==> src/hw/rtl/bfba_pkg.sv <==
// Shared types and constants for the bitmap fixed-size block allocator.
// Used by every module of the block; depends on nothing.
`timescale 1ns / 1ps
`default_nettype none

package bfba_pkg;

  localparam int NUM_BLOCKS_DEF = 64;   // default pool size in blocks
  localparam int ADDR_W         = 32;
  localparam int SIZE_W         = 17;
  localparam int STATUS_W       = 2;
  localparam int MAP_WORD_W     = 32;   // free-map bits per memory word
  localparam int MAP_BIT_W      = $clog2(MAP_WORD_W);
  localparam int QUEUE_DEPTH    = 2;

  // result status codes
  localparam logic [STATUS_W-1:0] ST_OK        = 2'd0;
  localparam logic [STATUS_W-1:0] ST_TOO_LARGE = 2'd1;
  localparam logic [STATUS_W-1:0] ST_FULL      = 2'd2;
  localparam logic [STATUS_W-1:0] ST_BAD_FREE  = 2'd3;

  // request action codes
  localparam logic ACT_ALLOC = 1'b0;
  localparam logic ACT_FREE  = 1'b1;

  // classification handed from front to back
  typedef enum logic [1:0] {
    JOB_ALLOC,
    JOB_TOO_LARGE,
    JOB_FREE,
    JOB_BAD_FREE
  } job_kind_t;

  typedef struct packed {
    logic              action;
    logic [SIZE_W-1:0] request_size;
    logic [ADDR_W-1:0] address;
  } in_item_t;

  typedef struct packed {
    logic [STATUS_W-1:0] status;
    logic [ADDR_W-1:0]   block_address;
  } out_item_t;

  typedef struct packed {
    logic [ADDR_W-1:0] base_address;
    logic [SIZE_W-1:0] block_size;
  } cfg_t;

  typedef struct packed {
    job_kind_t         kind;
    logic [ADDR_W-1:0] offset;   // address minus base, for frees
  } job_t;

endpackage

`default_nettype wire

==> src/hw/rtl/bfba_front.sv <==
// Front end: takes request beats and classifies them into jobs for the back end.
// Depends on bfba_pkg.
`timescale 1ns / 1ps
`default_nettype none

module bfba_front (
  input  wire logic              in_valid,
  output logic                   in_stall,
  input  wire bfba_pkg::in_item_t in_data,
  input  wire bfba_pkg::cfg_t    cfg,
  input  wire logic              q_full,
  output logic                   push,
  output bfba_pkg::job_t         job
);

  // a beat is taken whenever the queue has room
  assign in_stall = q_full;
  assign push     = in_valid && !q_full;

  // classify: oversize check for allocates, zero block size kills any free
  always_comb begin
    job.offset = in_data.address - cfg.base_address;
    if (in_data.action == bfba_pkg::ACT_ALLOC) begin
      if (in_data.request_size > cfg.block_size) begin
        job.kind = bfba_pkg::JOB_TOO_LARGE;
      end else begin
        job.kind = bfba_pkg::JOB_ALLOC;
      end
    end else begin
      if (cfg.block_size == '0) begin
        job.kind = bfba_pkg::JOB_BAD_FREE;
      end else begin
        job.kind = bfba_pkg::JOB_FREE;
      end
    end
  end

endmodule

`default_nettype wire

==> src/hw/rtl/bfba_queue.sv <==
// Short job queue between the front and back ends.
// Depends on bfba_pkg.
`timescale 1ns / 1ps
`default_nettype none

module bfba_queue (
  input  wire logic           clk,
  input  wire logic           rst_n,
  input  wire logic           push,
  input  wire bfba_pkg::job_t push_job,
  output logic                full,
  input  wire logic           pop,
  output logic                head_valid,
  output bfba_pkg::job_t      head_job
);

  localparam int DEPTH = bfba_pkg::QUEUE_DEPTH;
  localparam int PTR_W = (DEPTH > 1) ? $clog2(DEPTH) : 1;
  localparam int CNT_W = $clog2(DEPTH + 1);

  bfba_pkg::job_t entry_r [DEPTH];
  logic [PTR_W-1:0] wr_ptr_r, wr_ptr_nxt;
  logic [PTR_W-1:0] rd_ptr_r, rd_ptr_nxt;
  logic [CNT_W-1:0] cnt_r, cnt_nxt;
  logic             do_push, do_pop;

  assign full       = (cnt_r == CNT_W'(DEPTH));
  assign head_valid = (cnt_r != '0);
  assign head_job   = entry_r[rd_ptr_r];
  assign do_push    = push && !full;
  assign do_pop     = pop && head_valid;

  // pointer wrap and occupancy
  always_comb begin
    wr_ptr_nxt = wr_ptr_r;
    rd_ptr_nxt = rd_ptr_r;
    cnt_nxt    = cnt_r;
    if (do_push) begin
      wr_ptr_nxt = (wr_ptr_r == PTR_W'(DEPTH - 1)) ? '0 : wr_ptr_r + 1'b1;
    end
    if (do_pop) begin
      rd_ptr_nxt = (rd_ptr_r == PTR_W'(DEPTH - 1)) ? '0 : rd_ptr_r + 1'b1;
    end
    if (do_push && !do_pop) begin
      cnt_nxt = cnt_r + 1'b1;
    end else if (do_pop && !do_push) begin
      cnt_nxt = cnt_r - 1'b1;
    end
  end

  always_ff @(posedge clk) begin
    if (!rst_n) begin
      wr_ptr_r <= '0;
      rd_ptr_r <= '0;
      cnt_r    <= '0;
    end else begin
      wr_ptr_r <= wr_ptr_nxt;
      rd_ptr_r <= rd_ptr_nxt;
      cnt_r    <= cnt_nxt;
    end
  end

  // storage, no reset needed
  always_ff @(posedge clk) begin
    if (do_push) begin
      entry_r[wr_ptr_r] <= push_job;
    end
  end

endmodule

`default_nettype wire

==> src/hw/rtl/bfba_back.sv <==
// Back end: free-map memory, word scanner, address multiply, free divider and
// the result register. Depends on bfba_pkg.
`timescale 1ns / 1ps
`default_nettype none

module bfba_back #(
  parameter int NUM_BLOCKS = bfba_pkg::NUM_BLOCKS_DEF
) (
  input  wire logic            clk,
  input  wire logic            rst_n,
  input  wire bfba_pkg::cfg_t  cfg,
  input  wire logic            q_valid,
  input  wire bfba_pkg::job_t  q_job,
  output logic                 pop,
  output logic                 out_valid,
  input  wire logic            out_stall,
  output bfba_pkg::out_item_t  out_data
);

  localparam int WORD_W    = bfba_pkg::MAP_WORD_W;
  localparam int BIT_W     = bfba_pkg::MAP_BIT_W;
  localparam int SIZE_W    = bfba_pkg::SIZE_W;
  localparam int ADDR_W    = bfba_pkg::ADDR_W;
  localparam int NW        = (NUM_BLOCKS + WORD_W - 1) / WORD_W;
  localparam int WA_W      = (NW > 1) ? $clog2(NW) : 1;
  localparam int IDX_W     = (NUM_BLOCKS > 1) ? $clog2(NUM_BLOCKS) : 1;
  localparam int PROD_W    = IDX_W + SIZE_W;
  localparam int TAIL_BITS = NUM_BLOCKS - (NW - 1) * WORD_W;
  localparam logic [WORD_W-1:0] TAIL_MASK = {WORD_W{1'b1}} >> (WORD_W - TAIL_BITS);
  localparam logic [WA_W-1:0]   LAST_WORD = WA_W'(NW - 1);
  localparam int DIV_CNT_W = $clog2(ADDR_W);
  localparam logic [DIV_CNT_W-1:0] DIV_LAST = DIV_CNT_W'(ADDR_W - 1);

  typedef enum logic [3:0] {
    S_IDLE,
    S_SCAN_RD,
    S_SCAN_CHK,
    S_MUL,
    S_ADDR,
    S_DIV,
    S_FCHK,
    S_FREE_RD,
    S_FREE_WR,
    S_DONE
  } state_t;

  state_t                       state_r, state_nxt;
  logic [WA_W-1:0]              w_r, w_nxt;
  logic [IDX_W-1:0]             idx_r, idx_nxt;
  logic [PROD_W-1:0]            prod_r, prod_nxt;
  logic [SIZE_W-1:0]            rem_r, rem_nxt;
  logic [ADDR_W-1:0]            quo_r, quo_nxt;
  logic [DIV_CNT_W-1:0]         cnt_r, cnt_nxt;
  logic [bfba_pkg::STATUS_W-1:0] res_status_r, res_status_nxt;
  logic [ADDR_W-1:0]            res_addr_r, res_addr_nxt;
  logic                         out_valid_r, out_valid_nxt;
  bfba_pkg::out_item_t          out_data_r, out_data_nxt;

  // free map: one bit per block, 1 = free; words never written read as free
  logic [WORD_W-1:0] mem [NW];
  logic [NW-1:0]     vld_r;
  logic [WORD_W-1:0] rd_data_r;
  logic              rd_vld_r;
  logic              wr_en;
  logic [WA_W-1:0]   wr_addr;
  logic [WORD_W-1:0] wr_data;

  logic [WORD_W-1:0]     word_mask;
  logic [WORD_W-1:0]     eff_word;
  logic                  any_free;
  logic [BIT_W-1:0]      low_bit;
  logic [WA_W+BIT_W-1:0] scan_idx;
  logic [SIZE_W+1:0]     div_diff;
  logic                  div_ge;

  always_ff @(posedge clk) begin
    rd_data_r <= mem[w_r];
    if (wr_en) begin
      mem[wr_addr] <= wr_data;
    end
  end

  always_ff @(posedge clk) begin
    if (!rst_n) begin
      vld_r    <= '0;
      rd_vld_r <= 1'b0;
    end else begin
      rd_vld_r <= vld_r[w_r];
      if (wr_en) begin
        vld_r[wr_addr] <= 1'b1;
      end
    end
  end

  // current word as seen by the scanner, bits past the pool forced used
  assign word_mask = (w_r == LAST_WORD) ? TAIL_MASK : {WORD_W{1'b1}};
  assign eff_word  = (rd_vld_r ? rd_data_r : {WORD_W{1'b1}}) & word_mask;
  assign any_free  = (eff_word != '0);

  // lowest set bit of the word
  always_comb begin
    low_bit = '0;
    for (int b = WORD_W - 1; b >= 0; b--) begin
      if (eff_word[b]) begin
        low_bit = BIT_W'(b);
      end
    end
  end

  assign scan_idx = {w_r, low_bit};

  // one restoring divide step: offset / block_size, one quotient bit a cycle
  assign div_diff = {1'b0, rem_r, quo_r[ADDR_W-1]} - {2'b00, cfg.block_size};
  assign div_ge   = !div_diff[SIZE_W+1];

  always_comb begin
    state_nxt      = state_r;
    w_nxt          = w_r;
    idx_nxt        = idx_r;
    prod_nxt       = prod_r;
    rem_nxt        = rem_r;
    quo_nxt        = quo_r;
    cnt_nxt        = cnt_r;
    res_status_nxt = res_status_r;
    res_addr_nxt   = res_addr_r;
    out_valid_nxt  = out_valid_r;
    out_data_nxt   = out_data_r;
    pop            = 1'b0;
    wr_en          = 1'b0;
    wr_addr        = w_r;
    wr_data        = eff_word;

    // result beat taken downstream
    if (out_valid_r && !out_stall) begin
      out_valid_nxt = 1'b0;
    end

    case (state_r)
      S_IDLE: begin
        if (q_valid) begin
          pop = 1'b1;
          case (q_job.kind)
            bfba_pkg::JOB_ALLOC: begin
              w_nxt     = '0;
              state_nxt = S_SCAN_RD;
            end
            bfba_pkg::JOB_TOO_LARGE: begin
              res_status_nxt = bfba_pkg::ST_TOO_LARGE;
              res_addr_nxt   = '0;
              state_nxt      = S_DONE;
            end
            bfba_pkg::JOB_FREE: begin
              rem_nxt   = '0;
              quo_nxt   = q_job.offset;
              cnt_nxt   = '0;
              state_nxt = S_DIV;
            end
            default: begin
              res_status_nxt = bfba_pkg::ST_BAD_FREE;
              res_addr_nxt   = '0;
              state_nxt      = S_DONE;
            end
          endcase
        end
      end
      // word read in flight
      S_SCAN_RD: begin
        state_nxt = S_SCAN_CHK;
      end
      S_SCAN_CHK: begin
        if (any_free) begin
          wr_en     = 1'b1;
          wr_data   = eff_word & ~(WORD_W'(1) << low_bit);
          idx_nxt   = scan_idx[IDX_W-1:0];
          state_nxt = S_MUL;
        end else if (w_r == LAST_WORD) begin
          res_status_nxt = bfba_pkg::ST_FULL;
          res_addr_nxt   = '0;
          state_nxt      = S_DONE;
        end else begin
          w_nxt     = w_r + 1'b1;
          state_nxt = S_SCAN_RD;
        end
      end
      S_MUL: begin
        prod_nxt  = idx_r * cfg.block_size;
        state_nxt = S_ADDR;
      end
      S_ADDR: begin
        res_status_nxt = bfba_pkg::ST_OK;
        res_addr_nxt   = cfg.base_address + ADDR_W'(prod_r);
        state_nxt      = S_DONE;
      end
      S_DIV: begin
        if (div_ge) begin
          rem_nxt = div_diff[SIZE_W-1:0];
        end else begin
          rem_nxt = {rem_r[SIZE_W-2:0], quo_r[ADDR_W-1]};
        end
        quo_nxt = {quo_r[ADDR_W-2:0], div_ge};
        cnt_nxt = cnt_r + 1'b1;
        if (cnt_r == DIV_LAST) begin
          state_nxt = S_FCHK;
        end
      end
      // must be on a boundary and inside the pool
      S_FCHK: begin
        if (rem_r != '0 || quo_r >= ADDR_W'(NUM_BLOCKS)) begin
          res_status_nxt = bfba_pkg::ST_BAD_FREE;
          res_addr_nxt   = '0;
          state_nxt      = S_DONE;
        end else begin
          w_nxt     = quo_r[WA_W+BIT_W-1:BIT_W];
          state_nxt = S_FREE_RD;
        end
      end
      S_FREE_RD: begin
        state_nxt = S_FREE_WR;
      end
      // block must be in use
      S_FREE_WR: begin
        res_addr_nxt = '0;
        if (eff_word[quo_r[BIT_W-1:0]]) begin
          res_status_nxt = bfba_pkg::ST_BAD_FREE;
        end else begin
          wr_en          = 1'b1;
          wr_data        = eff_word | (WORD_W'(1) << quo_r[BIT_W-1:0]);
          res_status_nxt = bfba_pkg::ST_OK;
        end
        state_nxt = S_DONE;
      end
      S_DONE: begin
        if (!out_valid_r || !out_stall) begin
          out_valid_nxt              = 1'b1;
          out_data_nxt.status        = res_status_r;
          out_data_nxt.block_address = res_addr_r;
          state_nxt                  = S_IDLE;
        end
      end
      default: begin
        state_nxt = S_IDLE;
      end
    endcase
  end

  always_ff @(posedge clk) begin
    if (!rst_n) begin
      state_r     <= S_IDLE;
      out_valid_r <= 1'b0;
    end else begin
      state_r      <= state_nxt;
      out_valid_r  <= out_valid_nxt;
      w_r          <= w_nxt;
      idx_r        <= idx_nxt;
      prod_r       <= prod_nxt;
      rem_r        <= rem_nxt;
      quo_r        <= quo_nxt;
      cnt_r        <= cnt_nxt;
      res_status_r <= res_status_nxt;
      res_addr_r   <= res_addr_nxt;
      out_data_r   <= out_data_nxt;
    end
  end

  assign out_valid = out_valid_r;
  assign out_data  = out_data_r;

  // a word is checked only the cycle after its read was issued
  a_scan_after_read: assert property (@(posedge clk) disable iff (!rst_n)
    state_r == S_SCAN_CHK |-> $past(state_r) == S_SCAN_RD)
    else $error("scan check without a preceding read");

  // only a good allocate carries an address
  a_zero_addr: assert property (@(posedge clk) disable iff (!rst_n)
    out_valid_r && out_data_r.status != bfba_pkg::ST_OK |->
      out_data_r.block_address == '0)
    else $error("non-ok result carries an address");

  // a release only touches a block inside the pool on a boundary
  a_free_in_pool: assert property (@(posedge clk) disable iff (!rst_n)
    state_r == S_FREE_WR |-> quo_r < ADDR_W'(NUM_BLOCKS) && rem_r == '0)
    else $error("release of a block outside the pool");

endmodule

`default_nettype wire

==> src/hw/rtl/bitmap_fixed_block_allocator.sv <==
// Top level of the bitmap fixed-size block allocator: config registers and
// the front / queue / back chain. Depends on bfba_pkg and the bfba_* modules.
//
//  channel  direction  handshake          payload
//  in_      request    in_valid/in_stall  bfba_pkg::in_item_t (action, size, address)
//  out_     result     out_valid/out_stall bfba_pkg::out_item_t (status, block_address)
//  cfg_     APB r/w    psel/penable/pwrite base_address @0x0, block_size @0x4
//
// A good allocate scans the 32-bit map words (at most ceil(NUM_BLOCKS/32)) in order,
// then multiplies the found index by the block size and adds the base; a free runs
// the one-bit-per-cycle divider and checks the boundary and pool range before it
// updates the map word. Requests rejected up front go straight to the result.
// Reset marks every block free at once through per-word valid bits; no clearing pass.
// A two-entry job queue keeps taking requests until it is full while the back end
// works or the result register is stalled.
`timescale 1ns / 1ps
`default_nettype none

module bitmap_fixed_block_allocator #(
  parameter int NUM_BLOCKS = bfba_pkg::NUM_BLOCKS_DEF
) (
  input  wire logic                clk,
  input  wire logic                rst_n,
  input  wire logic                in_valid,
  output logic                     in_stall,
  input  wire bfba_pkg::in_item_t  in_data,
  output logic                     out_valid,
  input  wire logic                out_stall,
  output bfba_pkg::out_item_t      out_data,
  input  wire logic                cfg_psel,
  input  wire logic                cfg_penable,
  input  wire logic                cfg_pwrite,
  input  wire logic [2:0]          cfg_paddr,
  input  wire logic [31:0]         cfg_pwdata,
  output logic [31:0]              cfg_prdata,
  output logic                     cfg_pready
);

  localparam logic REG_BASE       = 1'b0;
  localparam logic REG_BLOCK_SIZE = 1'b1;

  logic [bfba_pkg::ADDR_W-1:0] base_r, base_nxt;
  logic [bfba_pkg::SIZE_W-1:0] bsize_r, bsize_nxt;
  bfba_pkg::cfg_t              cfg;
  logic                        cfg_wr;
  logic                        reg_sel;

  logic           push;
  bfba_pkg::job_t push_job;
  logic           q_full;
  logic           pop;
  logic           q_valid;
  bfba_pkg::job_t q_job;

  // config register writes on the access phase
  assign cfg_pready = 1'b1;
  assign cfg_wr     = cfg_psel && cfg_penable && cfg_pwrite && cfg_pready;
  assign reg_sel    = cfg_paddr[2];

  always_comb begin
    base_nxt  = base_r;
    bsize_nxt = bsize_r;
    if (cfg_wr) begin
      case (reg_sel)
        REG_BASE:       base_nxt  = cfg_pwdata;
        REG_BLOCK_SIZE: bsize_nxt = cfg_pwdata[bfba_pkg::SIZE_W-1:0];
        default:        base_nxt  = base_r;
      endcase
    end
  end

  always_ff @(posedge clk) begin
    if (!rst_n) begin
      base_r  <= '0;
      bsize_r <= bfba_pkg::SIZE_W'(64);
    end else begin
      base_r  <= base_nxt;
      bsize_r <= bsize_nxt;
    end
  end

  // read back
  always_comb begin
    case (reg_sel)
      REG_BASE:       cfg_prdata = base_r;
      REG_BLOCK_SIZE: cfg_prdata = 32'(bsize_r);
      default:        cfg_prdata = '0;
    endcase
  end

  assign cfg.base_address = base_r;
  assign cfg.block_size   = bsize_r;

  bfba_front u_front (
    .in_valid (in_valid),
    .in_stall (in_stall),
    .in_data  (in_data),
    .cfg      (cfg),
    .q_full   (q_full),
    .push     (push),
    .job      (push_job)
  );

  bfba_queue u_queue (
    .clk        (clk),
    .rst_n      (rst_n),
    .push       (push),
    .push_job   (push_job),
    .full       (q_full),
    .pop        (pop),
    .head_valid (q_valid),
    .head_job   (q_job)
  );

  bfba_back #(
    .NUM_BLOCKS (NUM_BLOCKS)
  ) u_back (
    .clk       (clk),
    .rst_n     (rst_n),
    .cfg       (cfg),
    .q_valid   (q_valid),
    .q_job     (q_job),
    .pop       (pop),
    .out_valid (out_valid),
    .out_stall (out_stall),
    .out_data  (out_data)
  );

endmodule

`default_nettype wire

==> config.mk <==
export PLATFORM = sky130hd
export DESIGN_NAME = bitmap_fixed_block_allocator
export DESIGN_NICKNAME = d
export VERILOG_FILES = /design/src/hw/rtl/bfba_pkg.sv /design/src/hw/rtl/bfba_front.sv /design/src/hw/rtl/bfba_queue.sv /design/src/hw/rtl/bfba_back.sv /design/src/hw/rtl/bitmap_fixed_block_allocator.sv
export SDC_FILE = /design/constraint.sdc
export NUM_CORES = 1
export LEC_CHECK = 0
export BUFFER_PORTS_ARGS = -buffer_cell sky130_fd_sc_hd__buf_2
export CELL_PAD_IN_SITES_DETAIL_PLACEMENT = 0
export CELL_PAD_IN_SITES_GLOBAL_PLACEMENT = 1
export CORE_ASPECT_RATIO = 0.5
export CORE_MARGIN = 2
export CORE_UTILIZATION = 35
export CTS_BUF_LIST = sky130_fd_sc_hd__clkbuf_16
export DETAILED_ROUTE_END_ITERATION = 6
export PLACE_DENSITY_LB_ADDON = 0.1
export SLEW_MARGIN = 30
export SYNTH_ARGS = -nofsm -noshare
export SYNTH_HDL_FRONTEND = slang
export SYNTH_SLANG_ARGS = --single-unit
==> constraint.sdc <==
create_clock -name clk -period 15.17 [get_ports clk]
set_input_delay 3.034 -clock clk [delete_from_list [all_inputs] [get_ports clk]]
set_output_delay 3.034 -clock clk [all_outputs]
set_load 0.05 [all_outputs]
[After elaboration in Yosys (flattened, before gate mapping)]
Memories as Yosys holds them, arrays and structs flattened. A register that Yosys moved wholly into a read port is not among the register bits.
Cells that the tools add are included.
Storage, ports and cells
  register bits: 213
  latch bits: 0
  RAM bits: 132
  ROM bits: 0
  output and inout port bits: 69
  memories: 2
Memory list
  u_queue.entry_r: depth 2, width 34, rd ports 1, clocked after memory_dff 1, wr ports 1, RTL line bfba_queue.sv:21  | bfba_pkg::job_t entry_r [DEPTH];
  u_back.mem: depth 2, width 32, rd ports 1, clocked after memory_dff 1, wr ports 1, RTL line bfba_back.sv:60  | logic [WORD_W-1:0] mem [NW];
Operators by class
  $add $sub $neg: 9
  multipliers: 1
  divide/modulo/power cells: 0
  $lt $le $gt $ge: 5
  equal/unequal tests: 23
  shifts and indexed selects: 2
  multiplexer cells: 101
  bitwise gates (word level): 5
  reduce and logical (&&, ||, !) cells: 38
Operators with widths (count)
  two-way mux 32 bit: 10
  one-hot mux 32 bit (2 select lines): 3
  two-way mux 5 bit: 34
  one-hot mux 32 bit (5 select lines): 1
  << shifter 1 x 5 -> 32 bit, first input constant: 2
  two-way mux 17 bit: 3
  one-hot mux 4 bit (9 select lines): 1
  one-hot mux 17 bit (2 select lines): 1
  adder 32 x 23 -> 32 bit: 1
  bitwise AND 32 bit: 1
  greater-or-equal comparator 32 x 7 -> 1 bit, second input constant: 1
  NOT 32 bit: 1
  bitwise OR 32 bit: 1
  nonzero test 32 bit: 1
  subtractor 32 bit: 1
  two-way mux 1 bit: 26
  two-way mux 4 bit: 6
  multiplier 6 x 17 -> 23 bit: 1
  subtractor 18 x 17 -> 19 bit: 1
  > comparator 17 bit: 1
  logical NOT 17 bit: 1
  nonzero test 17 bit: 1
  == test 4 x 3 -> 1 bit, second input constant: 4
  two-way mux 2 bit: 8
  39 further kinds: 73

[Logic depth before layout (Yosys ltp)]
Gate-level depths: netlist of run 1.
  depth after elaboration: 38
  depth in mapped cells: 17
  gate-level depth less buffers: 16

[By module]
Synthesis of run 1 repeated with hierarchy kept, for this count alone.
Unflattened totals
  cell total of the unflattened synthesis: 2149
  area, all modules: 22659.2 µm²
By module, submodules not included
  bfba_back: times used 1, cells an instance 1447, area an instance 15454.8 µm², sequential area each 7287.0 µm²
  bfba_queue: times used 1, cells an instance 131, area an instance 2688.8 µm², sequential area each 2142.1 µm²
  bfba_front: times used 1, cells an instance 336, area an instance 2285.9 µm², sequential area each 0.0 µm²
  bitmap_fixed_block_allocator: times used 1, cells an instance 235, area an instance 2229.6 µm², sequential area each 980.9 µm²

[Least setup slack after synthesis of run 1]
No wires, ideal clock.
  kind: input port to output port
  start: in cfg_paddr[2]
  end: out cfg_prdata[11]
  arrival time: 4.514 ns
  data required time: 12.136 ns
  setup slack: 7.622 ns
  stages: 3
  path through: clkbuf_1 clkbuf_1 o21ai_0
On the way
  word-level cells in the longest chain between the ends: 2
Ends and longest elaborated chain
  from (decl): RTL line bitmap_fixed_block_allocator.sv:33  | input wire logic [2:0] cfg_paddr,
  NOT 1 bit (no source line)
  one-hot mux 32 bit (2 select lines) (*): RTL line bitmap_fixed_block_allocator.sv:84  | case (reg_sel)
  to (decl): RTL line bitmap_fixed_block_allocator.sv:35  | output logic [31:0] cfg_prdata,
Mark *: on every way between the ends. The rest lies on a longest branch, timed or not.

[Worst setup path after layout of run 1]
  start: in cfg_paddr[2]
  end: out cfg_prdata[0]
Same word-level chain as after synthesis.

==> results of run 1 <==
## per-layer routing
metal	wire length, µm	track usage, %
met3	2643	3.085
met1	31200	27.72
met5	0	0
met2	29330	31.85
met4	1015	3.733
## worst register-to-register path: cells and delay by family, from the launching register on
kind / cells / cell delay [ps]
flip-flops: 1 / 1000
XOR/XNOR: 1 / 150
AO/OA/AOI/OAI: 6 / 1720
buffers and inverters: 3 / 170
AND/OR/NAND/NOR: 2 / 490
adder cells (fa/ha/maj): 4 / 1840
## flip-flops by register name, indices dropped and copies added (netlist names), 23 cells and up, named ones only
| register | cells |
|---|---|
| u_back.prod_r | 23 |
| u_back.mem | 64 |
| u_back.quo_r | 32 |
| u_back.rd_data_r | 32 |
| u_back.out_data | 34 |
| base_r | 32 |
| u_back.res_addr_r | 32 |
| u_queue.entry_r | 68 |
## power groups by stage
stage	registers [W]	logic, W	clock network, W
6_report	0.00135	0.000585	0.000962
5_1_grt	0.00137	0.000654	0.00103
4_1_cts	0.00135	0.000595	0.000993
3_5_place_dp	0.00137	0.000591	0
3_3_place_gp	0.00138	0.000587	0
2_1_floorplan	0.00135	0.000419	0
## Yosys cell counts, drive strengths merged (10+ instances only)
| cell | count | area, µm² |
|---|---|---|
| nand2 | 306 | 1154 |
| inv | 158 | 593.1 |
| a21o | 26 | 195.2 |
| a21oi | 97 | 485.5 |
| dfxtp | 94 | 1882 |
| clkbuf | 77 | 292.8 |
| nor2b | 26 | 162.7 |
| xor2 | 26 | 227.7 |
| o21a | 26 | 195.2 |
| o21bai | 11 | 82.58 |
| edfxtp | 284 | 8528 |
| xnor2 | 43 | 376.6 |
| ha | 122 | 1526 |
| mux2 | 35 | 394.1 |
| nand3 | 34 | 170.2 |
| buf | 14 | 80.08 |
| nor3 | 49 | 255.3 |
| nor4 | 21 | 131.4 |
| o21ai | 127 | 635.6 |
| mux2i | 52 | 520.5 |
| a211oi | 14 | 105.1 |
| o211ai | 13 | 97.59 |
| nand2b | 25 | 156.4 |
| or3 | 13 | 81.33 |
| fa | 64 | 1281 |
| nand4 | 16 | 100.1 |
| a31oi | 10 | 62.56 |
| and3 | 23 | 145.1 |
| and2 | 36 | 225.2 |
| nor2 | 164 | 615.6 |
| a21boi | 54 | 405.4 |
## final cells by class
class,instances,area [µm²]
diodes,4,10.01
clock buffers,42,1051
clock inverters,29,209.0
fillers,6224,37790
inverters,158,593.1
multi-input cells,1549,11050
flip-flops and latches,378,10410
well taps,837,1047
repair buffers,177,955.9
## metrics by stage
step                      total power [W]  std cells
after floorplan                  0.001765       2176
after global placement           0.001962       3098
after detailed placement         0.001966       3099
after CTS                        0.002943       3170
after global routing             0.003056       3174
final                            0.002901       3174
## final timing paths
kind	to	slack, ps	cells past startpoint
max	cfg_prdata[0]	7850	3
min	u_back.out_data[26]	420	0
max reg2reg	u_back.prod_r[21]	9540	16
min reg2reg	u_back.out_data[26]	420	0
## kinds of logic (layout without fill, tap and decap cells)
group           Yosys count  in the layout  share of synthesized area [%]
simple gates            741            741                          15.37
buf+inv                 249            406                          4.321
mux                      96             96                          5.066
fa+ha+maj               186            186                          12.56
xor+xnor                 69             69                          2.704
flops                   378            378                          46.57
other cells               1              5                        0.01678
compound gates          456            456                          13.39
==> metrics.md, run 1 <==
| Metric | Value |
|---|---|
| Critical path arrival | `4280 ps` |
| Clock-pin slew on the worst setup and hold paths | `approximately 70 ps` |
| CP max FO | `around 50` |
| Fin Hold WS | `415.5 ps` |
| Post-synthesis sequential area ratio | `46.57%` |
| Gp weighted congestion | `~0.85` |
| Vias | `16350` |
| WL final | `64.19 mm` |
| Core Box Area | `between 60000 and 70000 µm²` |
| CTS Hold Buffers Added | `0` |
| Lkg Pwr | `9.462 nW` |
| Crit-path cells | `buf_2 > mux2_2 > buf_2` |
| Most frequent cells in the layout | `304 x nand2_1, 284 x edfxtp_1, 162 x inv_1` |
| Die Wd | `361.4 µm` |
| Rows | `65` |
| Sw frac | `30.26%` |
| R2r startpoint | `u_back.idx_r[2]` |
| Primary FF master, synth | `edfxtp_1` |
| Vias per cell | `between 5 and 6` |
| Comb pwr share | `20.2%` |
| Max stage delay on crit path | `between 600 and 700 ps` |
| Final setup violation count | `0` |
| CTS Sinks | `378` |
| Final hold violations | `0` |
| Crit path time final | `7319 ps` |
| Post-CTS sizing | `0` |
| Max Slew Vio Count | `0` |
| GRT Util Overall | `19.57%` |
| Crit path top cell by count | `buf_2` |
| Root Driver | `clkbuf_16` |
| CP max-delay cell | `buf_2` |
| RSZ-0062 raised after global routing | `no` |
| Yosys warnings | `0` |
| Syn avg cell area | `10.27 µm²` |
| Max Clock Freq | `0.1366 GHz` |
| Worst-Margin Slew | `between 1000 and 1500 ps` |
| Place WS | `around 8000 ps` |
| Relative slew slack | `33.05%` |
| Hpwl dp | `47.84 mm` |
| Gate Count Post-Synth | `2176` |
| Fin crit share | `48.24%` |
| Clock network power share | `33.2%` |
| VDD IR max | `0.05684 mV` |
| HP Start | `u_back.res_addr_r[26]` |
| Die Ht | `between 150 and 200 µm` |
| Sequential fraction of design power | `46.6%` |
| Total gr overflow | `0` |
| Syn Nets | `2454` |
| Startpoint Class | `input pin` |
| Worst-case clock skew | `34.38 ps` |
| H-tree depth | `2` |
| Cell Area, Synth | `22350 µm²` |
| PwrDens | `114.5 nW/µm²` |
| Req. time, crit path | `12140 ps` |
| Layout Nets | `between 2000 and 3000` |
| Fin area | `25320 µm²` |
| Skew-Pair Late Insertion Delay | `570 ps` |
| First-pass GRT wire length | `99.28 mm` |
| CP startpoint | `cfg_paddr[2]` |
| Starting Density | `35.42%` |
| Largest net degree at the start of global routing | `approximately 70` |
| Most common cell after layout, fill and taps aside | `nand2_1` |
| CP endpoint kind | `output pin` |
| Net Switching | `0.0008776 W` |
| WP buf/inv | `2` |
| WS Path Type | `input pin to output pin` |
| DRT iter0 DRCs | `887` |
| Max Cap Viol | `0` |
| Wire length per cell | `between 20 and 25 µm` |
| # IOs | `~160` |
| Fin util | `between 40 and 50%` |
| Max Root-Sink Buffers | `3` |
| Share of post-route cells with drive strength above 1 | `between 10% and 20%` |
| Die Footprint | `about 66000 µm²` |
| Setup TNS | `0 ps` |
| Residual DRC | `0` |
| Vias in the first global route | `~17000` |
| CTS buffer count | `39` |
| Synth async-reset ratio | `0%` |
| CP delay by family, top | `buffers and inverters` |
| Drt pass-1 iters | `5` |
| Yosys reg bits | `378` |
| CTS tree | `done` |
| Post-CTS Setup Bufs | `0` |
| Setup slack after layout | `about 8000 ps` |
| Synth cell types | `89` |
| Internal power | `~0.0020 W` |
| Post-route ant nets | `0` |
| Initial antenna violation count | `6` |
| Hold Path Class | `flip-flop to flip-flop` |
| Placement Cell Area | `24050 µm²` |
| Syn-to-layout area delta | `13.29%` |
| Status | `finished, final reports clean` |
| Post-synth EDFFs | `284` |
| Port bufs | `157` |
No activity file was read; power rests on OpenSTA's default activity.
==> run 2, diff against run 1 <==
--- a/config.mk
+++ b/config.mk
@@ -5,6 +5,7 @@
 export SDC_FILE = /design/constraint.sdc
 export NUM_CORES = 1
 export LEC_CHECK = 0
+export ABC_AREA = 1
 export BUFFER_PORTS_ARGS = -buffer_cell sky130_fd_sc_hd__buf_2
 export CELL_PAD_IN_SITES_DETAIL_PLACEMENT = 0
 export CELL_PAD_IN_SITES_GLOBAL_PLACEMENT = 1
==> constraint.sdc (replaced) <==
create_clock -name clk -period 7.6 [get_ports clk]
set_input_delay 1.52 -clock clk [delete_from_list [all_inputs] [get_ports clk]]
set_output_delay 1.52 -clock clk [all_outputs]
set_load 0.05 [all_outputs]
==> metrics.md, run 2 <==
| Metric | Value |
|---|---|
| Worst-case clock skew | `30.56 ps` |
| Post-CTS Setup Bufs | `0` |
| Highest routed layer | `met5` |
| Starting Density | `between 30% and 40%` |
| Gp weighted congestion | `around 0.9` |
| Met3 routed WL | `approximately 2.5 mm` |
| Final hold violations | `0` |
| # fillers | `about 6200` |
| Gate Count Post-Synth | `2365` |
| CTS buffer count | `38` |
| Post-synthesis sequential area ratio | `48.35%` |
| Share of post-route cells with drive strength above 1 | `11.83%` |
| Relative slew slack | `41.55%` |
| Drt pass-1 iters | `5` |
| Synth top area share | `39.61%` |
| CP max FO | `17` |
| Skew-Pair Late Insertion Delay | `560 ps` |
| RSZ-0062 raised after global routing | `no` |
| Metal2 WL | `29.28 mm` |
| Worst-Margin Slew | `approximately 880 ps` |
| Post-route ant nets | `0` |
| Die Footprint | `around 64000 µm²` |
| Primary FF master, synth | `edfxtp_1` |
| Crit path time final | `5462 ps` |
| Cell accounting for the most synthesized area | `edfxtp_1` |
| Req. time, crit path | `7910 ps` |
| Simple-gate area share of the yosys netlist | `between 15 and 20%` |
| WL final | `62.53 mm` |
| H-tree depth | `2` |
| GRT Util Overall | `19.62%` |
| Final setup violation count | `0` |
| Wire length per cell | `between 15 and 20 µm` |
| Vias in the first global route | `15740` |
| Die Wd | `354.8 µm` |
| Rows | `64` |
| Syn Nets | `around 2600` |
| Most frequent cells in the layout | `514 x nand2_1, 312 x inv_1, 284 x edfxtp_1` |
| Clock-pin slew on the worst setup and hold paths | `about 60 ps` |
| Xor-xnor portion of the synthesized cell area | `roughly 2.6%` |
| CP delay by family, top | `adder cells` |
| Max Cap Viol | `0` |
| Post-synth EDFFs | `284` |
| Fin cells | `3353` |
| Largest net degree at the start of global routing | `76` |
| Post-Synth Adder-Cell Area | `a little over an eighth` |
| Tot Pwr | `0.006021 W` |
| CP endpoint kind | `flip-flop` |
| Cell Area, Synth | `21530 µm²` |
| Multiplexer share of the synthesized area | `0.04649%` |
| Initial antenna violation count | `5` |
| Status | `finished, final reports clean` |
| CTS Sinks | `378` |
| Synth cell count leaders | `514 x nand2_1, 308 x inv_1, 284 x edfxtp_1` |
| Syn avg cell area | `9.104 µm²` |
| Max Root-Sink Buffers | `3` |
| CTS Hold Buffers Added | `0` |
| Synth async-reset ratio | `0%` |
| Crit-path cells | `nand2_1 > fa_1 > fa_1 > fa_1 > inv_1 > ha_1 > nand2_1 > nand2_1 > a21oi_1 > o21ai_0 > nand3_1 > nand2_1 > a21oi_1 > inv_1 > a21oi_1 > o21ai_0 > a21oi_1 > inv_1 > a21oi_1 > o21ai_0 > a21oi_1 > nor2_1 > nor2_1 > xnor2_1` |
| # IOs | `161` |
| Synth top area cells | `edfxtp_1 40%, nand2_1 9.0%, dfxtp_1 8.7%` |
| Die Ht | `179.4 µm` |
| Port bufs | `157` |
| Top reg by flops | `u_queue.entry_r` |
| Max FFs per register | `68` |
| VDD IR max | `0.1494 mV` |
| Total gr overflow | `0` |
| Hpwl dp | `approximately 47 mm` |
| Lkg Pwr | `10.33 nW` |
| Crit path depth | `24` |
| DRT iter0 DRCs | `approximately 1100` |
| Syn-to-layout area delta | `13.54%` |
| Critical path arrival | `5770 ps` |
| WS Path Type | `flip-flop to flip-flop` |
| Fin crit share | `71.87%` |
| Largest family of logic cells by synthesized area | `simple AND/OR/NAND/NOR gates` |
| Synth cell types | `61` |
| Fin Hold WS | `a little over 400 ps` |
| Top-count cell post-synth | `nand2_1` |
| Max stage delay on crit path | `830 ps` |
| Core Box Area | `60940 µm²` |
| Layout Nets | `roughly 2800` |
| R2r worst-path depth | `24` |
| WP buf/inv | `3` |
| First-pass GRT wire length | `approximately 95 mm` |
| Vias per cell | `4.877` |
| CTS tree | `done` |
| Hold Crit Depth | `0` |
| Hold Path Class | `flip-flop to flip-flop` |
| Startpoint Class | `flip-flop` |
| Max Clock Freq | `0.1831 GHz` |
| PwrDens | `246.3 nW/µm²` |
| Yosys warnings | `0` |
| Residual DRC | `0` |
| Setup TNS | `0 ps` |
| Yosys reg bits | `378` |
| Post-CTS sizing | `0` |
| Compound-Gate Fraction of Synth Area | `12.65%` |
| Max Slew Vio Count | `0` |
| Inst Count DP | `3284` |
| Vias | `16350` |
| Most common cell after layout, fill and taps aside | `nand2_1` |
| Crit path top cell by count | `a21oi_1` |
| WL met1 | `29.62 mm` |
| CP max-delay cell | `edfxtp_1` |
| Root Driver | `clkbuf_16` |
[run 2: cell types whose count changed after synthesis, moves of 23 or more]
cell | previous run | this run
nor3_1 | 47 | 19
nand2_1 | 304 | 514
inv_1 | 156 | 308
a21o_1 | 26 | 3
nor2b_1 | 26 | 0
a31oi_1 | 10 | 40
nand2b_1 | 25 | 0
o21ai_0 | 118 | 146
a21oi_1 | 97 | 194
and2_1 | 36 | 1
a21boi_0 | 54 | 0
mux2_2 | 35 | 0
mux2i_1 | 52 | 1
nor2_1 | 164 | 217
[run 2: path summary, 6_finish.rpt]
| kind | startpoint | to | slack [ps] |
|---|---|---|---|
| min reg2reg | u_back.res_addr_r[3] | u_back.out_data[3] | 410 |
| max reg2reg | u_back.idx_r[4] | u_back.prod_r[21] | 2140 |
| max | u_back.idx_r[4] | u_back.prod_r[21] | 2140 |
| min | u_back.res_addr_r[3] | u_back.out_data[3] | 410 |
[run 2: area by class of cell]
class	instances	area (µm²)	area share [%]
clock inverter	30	274.0	1.121
tap	825	1032	4.223
inverter	318	1194	4.883
timing repair buffer	181	965.9	3.951
clock buffer	38	950.9	3.890
sequential	378	10410	42.59
multi-input combinational	1582	9615	39.33
antenna	1	2.502	0.01024
[run 2: stage by stage]
stage,util (%),setup WS (ps),instance area (µm²)
2_1_floorplan,-,1892,21530
3_3_place_gp,38.10,2065,23220
3_5_place_dp,38.10,2071,23220
4_1_cts,40.11,2041,24440
5_1_grt,40.12,1546,24450
6_report,40.12,2138,24450
[run 2: worst register-to-register path, delay by kind of cell, from the launching register on]
| family | cells | cell delay (ps) |
|---|---|---|
| AO/OA/AOI/OAI | 9 | 1570 |
| adder cells (fa/ha/maj) | 4 | 1920 |
| buffers and inverters | 3 | 180 |
| flip-flops | 1 | 830 |
| AND/OR/NAND/NOR | 7 | 660 |
| XOR/XNOR | 1 | 80 |
[run 2: metal layers]
| layer | up-vias | GRT usage, % |
|---|---|---|
| met5 | - | 0 |
| met4 | 2 | 4.184 |
| met3 | 70 | 3.311 |
| met2 | 263 | 32.62 |
| met1 | 7845 | 27.07 |
| li1 | 8174 | - |
[run 2: cells by family after synthesis]
logic type      Yosys count
simple gates            857
compound gates          473
buf+inv                 405
flops                   378
fa+ha+maj               186
xor+xnor                 64
other cells               1
mux                       1
[run 2: power breakdown]
group | switching (W) | internal [W] | leakage [nW]
Clock | 0.000852 | 0.00106 | 0.617
Combinational | 0.000930 | 0.000393 | 6.36
Sequential | 0.000151 | 0.00264 | 3.35
Total | 0.00193 | 0.00409 | 10.3
==> run 3, diff against run 2 <==
==> constraint.sdc (replaced) <==
create_clock -name clk -period 5.1 [get_ports clk]
set_input_delay 1.02 -clock clk [delete_from_list [all_inputs] [get_ports clk]]
set_output_delay 1.02 -clock clk [all_outputs]
set_load 0.05 [all_outputs]
==> metrics.md, run 3 (same netlist as run 2, synthesis figures left out) <==
| Metric | Value |
|---|---|
| Starting Density | `35.33%` |
| Crit path depth | `24` |
| Port bufs | `157` |
| Gp weighted congestion | `0.8681` |
| Sequential fraction of design power | `between 40% and 50%` |
| Initial antenna violation count | `0` |
| Most frequent cells in the layout | `514 x nand2_1, 320 x inv_1, 284 x edfxtp_1` |
| Max Root-Sink Buffers | `3` |
| CTS Hold Buffers Added | `0` |
| Max FFs per register | `68` |
| First-pass GRT wire length | `~95 mm` |
| Final setup violation count | `0` |
| CP delay by family, top | `adder cells` |
| DRT iter0 DRCs | `1000` |
| Req. time, crit path | `between 5000 and 6000 ps` |
| Hold Path Class | `flip-flop to flip-flop` |
| Worst-Margin Slew | `925.2 ps` |
| Rows | `64` |
| Hold Crit Depth | `0` |
| Die Ht | `179.4 µm` |
| Startpoint Class | `flip-flop` |
| PwrDens | `357.9 nW/µm²` |
| Net Switching | `0.002860 W` |
| Die Wd | `roughly 350 µm` |
| CP max-delay cell | `fa_1` |
| Post-route ant nets | `0` |
| Crit path top cell by count | `a21oi_2` |
| CP max FO | `13` |
| Inst Count DP | `3308` |
| Critical path arrival | `5120 ps` |
| Final hold violations | `0` |
| Clock network power share | `30.4%` |
| Place WS | `-48.63 ps` |
| Fin crit share | `94.68%` |
| Status | `finished, final reports clean` |
| Largest net degree at the start of global routing | `75` |
| CTS Sinks | `378` |
| Hpwl dp | `47.68 mm` |
| Vias | `16350` |
| WL final | `62.99 mm` |
| GRT Util Overall | `between 10% and 20%` |
| Max Slew Vio Count | `0` |
| Fin Hold WS | `between 400 and 500 ps` |
| Die Footprint | `63640 µm²` |
| Setup slack after layout | `around 270 ps` |
| Crit-path cells | `buf_4 > buf_6 > nand2_1 > fa_1 > inv_1 > fa_1 > fa_1 > ha_1 > a21oi_2 > o21ai_1 > nand3_1 > nand2_1 > a21oi_2 > inv_1 > a21oi_2 > o21ai_2 > a21oi_2 > inv_1 > a21oi_2 > o21ai_1 > a21oi_1 > nor2_1 > nor2_1 > xnor2_1` |
| Max stage delay on crit path | `550 ps` |
| Internal power | `0.005981 W` |
| Residual DRC | `0` |
| Clock-pin slew on the worst setup and hold paths | `70 ps` |
| Max Cap Viol | `0` |
| H-tree depth | `2` |
| WP buf/inv | `5` |
| VDD IR max | `0.2188 mV` |
| Drt pass-1 iters | `5` |
| Vias in the first global route | `around 16000` |
| Share of post-route cells with drive strength above 1 | `between 10% and 20%` |
| Comb pwr share | `22.8%` |
| Crit path time final | `between 4000 and 5000 ps` |
| Layout Nets | `2807` |
| # IOs | `between 150 and 200` |
| Total gr overflow | `0` |
| Relative slew slack | `a little under two fifths` |
| Wire length per cell | `18.61 µm` |
| Skew-Pair Late Insertion Delay | `560 ps` |
| CTS tree | `done` |
| CP endpoint kind | `flip-flop` |
| Max Clock Freq | `0.2071 GHz` |
| Root Driver | `clkbuf_16` |
| R2r worst-path depth | `24` |
| Vias per cell | `4.829` |
| Core Box Area | `60940 µm²` |
| Fin cells | `3385` |
| Syn-to-layout area delta | `14.74%` |
| Top reg by flops | `u_queue.entry_r` |
| Lkg Pwr | `10.49 nW` |
| Fin util | `40.54%` |
| Worst-case clock skew | `21.06 ps` |
| Sw frac | `around 32%` |
| Most common cell after layout, fill and taps aside | `nand2_1` |
| CTS buffer count | `38` |
| WS Path Type | `flip-flop to flip-flop` |
[run 3: final timing paths]
kind	from	endpoint	slack, ps
worst min register to register	u_back.res_addr_r[10]	u_back.out_data[10]	410
worst max-delay path	u_back.idx_r[2]	u_back.prod_r[21]	270
worst max register to register	u_back.idx_r[2]	u_back.prod_r[21]	270
worst min-delay path	u_back.res_addr_r[10]	u_back.out_data[10]	410
[run 3: power by group through the flow]
stage | clock network, W | logic, W | registers, W
finish | 0.00268 | 0.00201 | 0.00414
global route | 0.00289 | 0.00228 | 0.00419
CTS | 0.00277 | 0.00205 | 0.00415
detailed placement | 0 | 0.00204 | 0.00421
global placement | 0 | 0.00202 | 0.00421
floorplan | 0 | 0.00137 | 0.00417
[run 3: per-layer routing]
| layer | part of all wire [%] | vias to the layer above | routed length (µm) | track usage [%] |
|---|---|---|---|---|
| met5 | 0 | - | 0 | 0 |
| met4 | 1.9 | 0 | 1224 | 4.467 |
| met3 | 3.2 | 75 | 2005 | 2.734 |
| met2 | 46 | 215 | 29080 | 32.67 |
| met1 | 49 | 7821 | 30680 | 27.46 |
| li1 | - | 8236 | - | - |
[run 3: cell type report]
class / count / area, µm²
Antenna cell: 2 / 5.005
Clock buffer: 39 / 975.9
Clock inverter: 30 / 162.7
Fill cell: 6214 / 36230
Inverter: 318 / 1194
Multi-Input combinational cell: 1582 / 9689
Sequential cell: 378 / 10410
Tap cell: 825 / 1032
Timing Repair Buffer: 211 / 1234
[run 3: repair_timing]
| action | 4_1_cts | 5_1_grt |
|---|---|---|
| endpoints found under the setup margin | 1 | 4 |
| resized for setup | 2 | 18 |
| setup buffers | 1 | 5 |
| cloned | 0 | 0 |
| pin swaps | 0 | 9 |
[run 3: through the flow]
| stage | area, µm² | TNS, ps | total power [W] |
|---|---|---|---|
| floorplan | 21540 | 0 | 0.005539 |
| global placement | 23420 | 0 | 0.006224 |
| detailed placement | 23440 | -48.63 | 0.006243 |
| CTS | 24600 | 0 | 0.008958 |
| global route | 24700 | -2.360 | 0.009355 |
| finish | 24700 | 0 | 0.008841 |
